**src/hw/rtl/bba_word_unit.sv**
```systemverilog
// shared word unit: range mask of a map word and lowest free bit search
`default_nettype none

module bba_word_unit #(
    parameter int WORD_BITS = 32,
    parameter int AW        = 11,
    parameter int IDX_W     = 17,
    localparam int BW       = $clog2(WORD_BITS)
) (
    input  wire logic [IDX_W-1:0]     i_limit,
    input  wire logic [AW-1:0]        i_word,
    input  wire logic [WORD_BITS-1:0] i_data,
    output logic      [WORD_BITS-1:0] o_mask,
    output logic      [WORD_BITS-1:0] o_onehot,
    output logic                      o_found,
    output logic      [BW-1:0]        o_bit_idx
);

    logic [IDX_W-1:0]     base;
    logic [IDX_W-1:0]     diff;
    logic [WORD_BITS-1:0] free_bits;

    // bits of this word whose block number lies below the limit
    always_comb begin
        base = IDX_W'(i_word) << BW;
        diff = i_limit - base;
        if (i_limit <= base) begin
            o_mask = '0;
        end else if (diff >= IDX_W'(WORD_BITS)) begin
            o_mask = '1;
        end else begin
            o_mask = ~({WORD_BITS{1'b1}} << diff[BW-1:0]);
        end
    end

    // lowest clear bit in range
    always_comb begin
        free_bits = ~i_data & o_mask;
        o_onehot  = free_bits & (~free_bits + WORD_BITS'(1));
        o_found   = |free_bits;
        o_bit_idx = '0;
        for (int j = 0; j < WORD_BITS; j++) begin
            if (o_onehot[j]) begin
                o_bit_idx = o_bit_idx | BW'(j);
            end
        end
    end

endmodule

`default_nettype wire

```
**config.mk**
```make
export PLATFORM = sky130hd
export DESIGN_NAME = bba_word_unit
export DESIGN_NICKNAME = d
export VERILOG_FILES = /design/src/hw/rtl/bba_word_unit.sv
export SDC_FILE = /design/constraint.sdc
export NUM_CORES = 1
export LEC_CHECK = 0
export BUFFER_PORTS_ARGS = -buffer_cell sky130_fd_sc_hd__buf_2
export CORE_MARGIN = 2
export CORE_UTILIZATION = 44
export DETAILED_ROUTE_END_ITERATION = 16
export PLACE_DENSITY = 0.8
export SETUP_SLACK_MARGIN = 0.15
export SLEW_MARGIN = 20
export SYNTH_ARGS = -nofsm -noshare
export SYNTH_HDL_FRONTEND = slang
export SYNTH_SLANG_ARGS = --single-unit
```
**constraint.sdc**
```tcl
create_clock -name vclk -period 3.8
set_clock_uncertainty 0.15 [all_clocks]
set_input_delay 0.19 -clock vclk [all_inputs]
set_output_delay 0.19 -clock vclk [all_outputs]
set_load 0.1 [all_outputs]
```
==> flow_summary.toml, run 1 <==
[floorplan]
die_h_um = 79.8
ioPinCount = 130
start_util_pct = 45.7
die_w_um = 79.8
rows = 27

[outcome]
lastStage = "detailed placement"
status = "aborted with a tool error"
error_message = "[ERROR DPL-0038] Utilization greater than 100%, impossible to legalize"

[synthesis]
synth.avg_cell_area_sq_um = 6.49
synthTopCellsByArea = "nor2_1 (6.4%), a21oi_1 (5.7%), ha_1 (5.4%)"
synth_area_leader_cell = "nor2_1"
synth_top_area_share_pct = 6.38
syn_nets = 462
netlist_area_sq_um = 2530
synthCells = 390
synthTopCellsByCount = "nor2_1 (43), nand2_1 (33), a21oi_1 (29), inv_1 (23), nor3_1 (15)"
yosysWarnings = 0
synth.yosys.seq_area_share_pct = 0
yosysMostFrequentCell = "nor2_1"
yosysUniqueCellTypes = 78

[placement]
gp_congestion = 1.04
port-buffer-count = 130
## through the flow
step	instances	setup slack (ps)	hold WS [ps]	setup TNS [ps]	instance area, sq um
3_3_place_gp	735	-427	562	-6210	5650
2_1_floorplan	390	-1150	340	-11720	3180
## kinds of logic after synthesis
group           share of synthesized area (%)
fa+ha+maj                                6.23
compound gates                           41.3
simple gates                             41.9
buf+inv                                  8.80
xor+xnor                                 1.73
==> run 2: changes to the inputs <==
- CORE_UTILIZATION: 44 -> 30
- PLACE_DENSITY: 0.8 -> default
- PLACE_DENSITY_LB_ADDON: default -> 0.15
- SETUP_SLACK_MARGIN: 0.15 -> default
- clock period: 3.8 -> 4.95 ns (I/O delays scaled with it)
==> flow_summary.toml, run 2 <==
[outcome]
status = "finished, final reports clean"

[drt]
viasPerCell = 5.89
postRouteAntennaNets = 0
wl_per_cell_um = 18.0
first_iter_violations = 225
vias = 3622
drc_errors = 0
routed_wl_mm = 11.1
dr.pass1.iters = 5

[critical_path]
cp.arrival_ps = 4340
cp_top_family = "simple AND/OR/NAND/NOR gates"
critical_path_class = "in2out"
cpPeakStageDelay_ps = 520
worst_ep_required_time_ps = 4550
critPathLaunch = "i_word[1]"
worstPathCellList = "buf_2 -> inv_1 -> ha_1 -> nand2b_1 -> a211oi_1 -> or4_1 -> a32oi_1 -> o211a_2 -> buf_4 -> a311o_1 -> and4b_1 -> and4_1 -> nand3_2 -> and4b_2 -> nand4bb_4 -> buf_12"
crit_fanout = 11
path_buf_inv = 4
crit_slowest_cell = "or4_1"
critPathCaptureType = "output pin"
critPathLaunchType = "primary input"

[global_route]
grt_max_degree = 36
grt_pass1_wl_mm = 17.3
overflow = 0
grt_pass1_vias = 3270
grt.total_usage_pct = 23.5
antenna_found_initial = 0

[cells_and_area]
mostFrequentLayoutCell = "buf_2"
multi_input_comb_area_sq_um = 2570
drive_gt1_share_pct = 41.6
clock_buffers = 0
nFillCells = 839
finalNonFillerCells = 615
seq_cell_count = 0
regArea_sq_um = 0
final_nets = 584
synthToLayoutAreaGrowth_pct = 53.9
n_antenna_cell = 0
layout_common_cells = "buf_2 (109), nor2_1 (35), nand2_1 (33)"

[placement]
gp_congestion = 0.951
port-buffer-count = 130
hpwl_mm = 9.46
placed_cells = 615

[timing]
hold_slack_ps = 666
period_share_pct = 95.7
tns_ps = 0
slew_headroom_pct = 47.4
tightest_slew_ps = 785
hold_viol = 0
slew_viol_final = 0
layout_min_cycle_time_ps = 4740
setup_viol = 0
grt_setup_unrepaired = "false"
max_freq_ghz = 0.211

[synthesis]
synthSimpleGateAreaFrac_pct = 41.9
yosysMostFrequentCell = "nor2_1"
synth_fa_ha_area_share_pct = 6.23
synthCells = 390
yosysUniqueCellTypes = 78
synth.yosys.seq_area_share_pct = 0
yosysWarnings = 0
synth_top_area_share_pct = 6.38
synthXorXnorAreaFrac_pct = 1.73
synth_area_leader_cell = "nor2_1"
synth_top_family_by_area = "simple AND/OR/NAND/NOR gates"
synthTopCellsByCount = "nor2_1 (43), nand2_1 (33), a21oi_1 (29), inv_1 (23), nor3_1 (15)"
synth.avg_cell_area_sq_um = 6.49
synthTopCellsByArea = "nor2_1 (6.4%), a21oi_1 (5.7%), ha_1 (5.4%)"
synthMuxAreaShare_pct = 0
synth_compound_area_share_pct = 41.3
netlist_area_sq_um = 2530
syn_nets = 462

[power_and_ir_drop]
p_per_area_nw_per_um2 = 235
finalPower_uw = 917
peakVddDrop_mv = 0.162
leakagePower_nw = 1.67

[floorplan]
core-area_sq_um = 8220
rows = 33
die_h_um = 95.9
ioPinCount = 130
die-area_sq_um = 9190
die_w_um = 95.9
start_util_pct = 30.8

[hold_path]
min-delay-start = "i_data[20]"
hold_class = "in2out"

[flow_run]
cap_violations = 0

[clocking]
cts_setup_buffers = 0
[run 2: cell counts after synthesis]
No cell type changed its count.
[run 2: power by group]
group	switching (mW)	total (mW)	internal (mW)
combinational	0.694	0.917	0.222
sequential	0	0	0
clock	0	0	0
total	0.694	0.917	0.222
[run 2: through the flow]
step / util [%] / worst slack (ps) / cell area [sq um]
finish: 47.4 / 212 / 3900
global route: 47.4 / 4.72 / 3900
CTS: 47.3 / 218 / 3890
detailed placement: 47.3 / 232 / 3890
global placement: 47.3 / 318 / 3890
floorplan: - / -114 / 2800
[run 2: logic make-up after synthesis]
| group | count (synthesis) |
|---|---|
| simple gates | 187 |
| compound gates | 137 |
| buf+inv | 49 |
| fa+ha+maj | 12 |
| xor+xnor | 5 |
[run 2: area by class of cell]
type | count | area share (%)
tap | 105 | 3.37
timing repair buffer | 146 | 28.2
inverter | 23 | 2.41
multi-input combinational | 341 | 66.0
[run 2: timing repair]
action / in CTS / in global routing
hold buffers: 0 / 0
hold endpoints to repair: 0 / 0
resized for setup: 0 / 3
endpoints found under the setup margin: 0 / 5
[run 2: final timing paths]
path | end | slack, ps | depth (start not counted)
max | o_bit_idx[1] | 210 | 16
min | o_onehot[20] | 670 | 3
[run 2: per-layer routing]
| metal | track usage, % | routed length, um | vias up |
|---|---|---|---|
| met5 | 0 | 0 | - |
| met4 | 1.55 | 68 | 0 |
| met3 | 1.96 | 867 | 9 |
| met2 | 38.2 | 4940 | 165 |
| met1 | 35.0 | 5210 | 1688 |
| li1 | - | - | 1760 |
Power figures use the tool's default switching activity.
==> run 3: changes to the inputs <==
- clock period: 4.95 -> 4.3 ns (I/O delays scaled with it)
==> flow_summary.toml, run 3 (synthesized netlist as in run 2, its figures left out) <==
[timing]
hold_viol = 0
layout_min_cycle_time_ps = 4230
period_share_pct = 98.4
tns_ps = 0
setup_viol = 0
tightest_slew_ps = 705
slew_headroom_pct = 52.6
grt_setup_unrepaired = "true"
max_freq_ghz = 0.236
slew_viol_final = 0

[drt]
first_iter_violations = 213
drc_errors = 0
routed_wl_mm = 12.7
wl_per_cell_um = 17.8
dr.pass1.iters = 5
vias = 4038
viasPerCell = 5.68
postRouteAntennaNets = 0

[flow_run]
cap_violations = 0

[placement]
postPlaceCellArea_sq_um = 4830
port-buffer-count = 130
hpwl_mm = 10.6
gp_congestion = 0.941

[cells_and_area]
finish.utilization_pct = 64.2
clock_buffers = 0
mostFrequentLayoutCell = "buf_4"
seq_cell_count = 0
synthToLayoutAreaGrowth_pct = 109
final_nets = 680
layout_common_cells = "buf_4 (103), buf_2 (95), buf_12 (34)"
multi_input_comb_area_sq_um = 3010
drive_gt1_share_pct = 59.4
postLayoutCellArea_sq_um = 5280
nFillCells = 714
regArea_sq_um = 0
n_antenna_cell = 0

[global_route]
grt_pass1_vias = 3757
grt.total_usage_pct = 26.5
grt_max_degree = 29
grt_pass1_wl_mm = 19.3
overflow = 0
antenna_found_initial = 0

[critical_path]
crit_fanout = 7
cp.arrival_ps = 3870
critPathLaunchType = "primary input"
crit_path_end = "o_bit_idx[4]"
worst_ep_required_time_ps = 3930
critical_path_class = "in2out"
critPathLaunch = "i_limit[5]"
critPathCaptureType = "output pin"

[power_and_ir_drop]
leakagePower_nw = 2.27
p_per_area_nw_per_um2 = 236
peakVddDrop_mv = 0.296

[floorplan]
die_h_um = 95.9
core-area_sq_um = 8220
die_w_um = 95.9
die-area_sq_um = 9190
ioPinCount = 130
rows = 33
start_util_pct = 30.8

[hold_path]
hold_class = "in2out"

[clocking]
cts_hold_buf = 0

[outcome]
status = "finished, final reports clean"
## run 3: cell count changes in the layout (fill, tap and decap cells not counted), sizes merged
| cell | before | now |
|---|---|---|
| buf | 146 | 242 |
## run 3: critical path, cell delays in order
cell      delay (ps)
buf_8            100
inv_8             40
ha_4             120
fa_2             190
and2b_2          260
o21ai_4          190
a21boi_2          90
o31a_1           280
o211a_4          290
buf_6            140
buf_4            150
a311oi_4         230
and4b_2          310
and4_4           190
nand3_4          120
buf_4            130
o211ai_1          90
or4_4            540
buf_12           180
## run 3: how the worst min path moves through the flow
stage	from	endpoint	slack, ps	cells after the start
after floorplan	i_data[0]	o_onehot[0]	390	1
after global placement	i_data[20]	o_onehot[20]	610	3
after detailed placement	i_data[20]	o_onehot[20]	610	3
after CTS	i_data[20]	o_onehot[20]	610	3
after global routing	i_data[20]	o_onehot[20]	620	3
final	i_data[20]	o_onehot[20]	610	3
## run 3: metrics by stage
stage / cells / power (mW) / worst slack [ps] / hold slack, ps
finish: 711 / 1.25 / 69.4 / 613
global route: 711 / 1.31 / -81.4 / 618
CTS: 703 / 1.19 / 0.288 / 612
detailed placement: 697 / 1.17 / -162 / 612
global placement: 697 / 1.17 / -72.4 / 612
floorplan: 390 / 0.841 / -699 / 390
## run 3: cell type report
class | count | area share (%)
multi-input cells | 341 | 57.0
repair buffers | 242 | 38.8
well taps | 105 | 2.49
inverters | 23 | 1.78
## run 3: timing repair
item	4_1_cts	5_1_grt
gates resized for setup	23	44
endpoints found under the setup margin	12	18
endpoints found under the hold margin	0	0
buffers inserted	6	8
pin swaps	16	26
## run 3: report_power, final
part / internal, mW / switching (mW)
clock network: 0 / 0
logic: 0.376 / 0.871
registers: 0 / 0
## run 3: metal layers
layer	vias to the layer above	track usage [%]	share of wire [%]
met5	-	0	0
met3	18	1.33	6.3
met2	168	45.2	47
met4	0	3.33	1.5
li1	1955	-	-
met1	1897	37.8	45
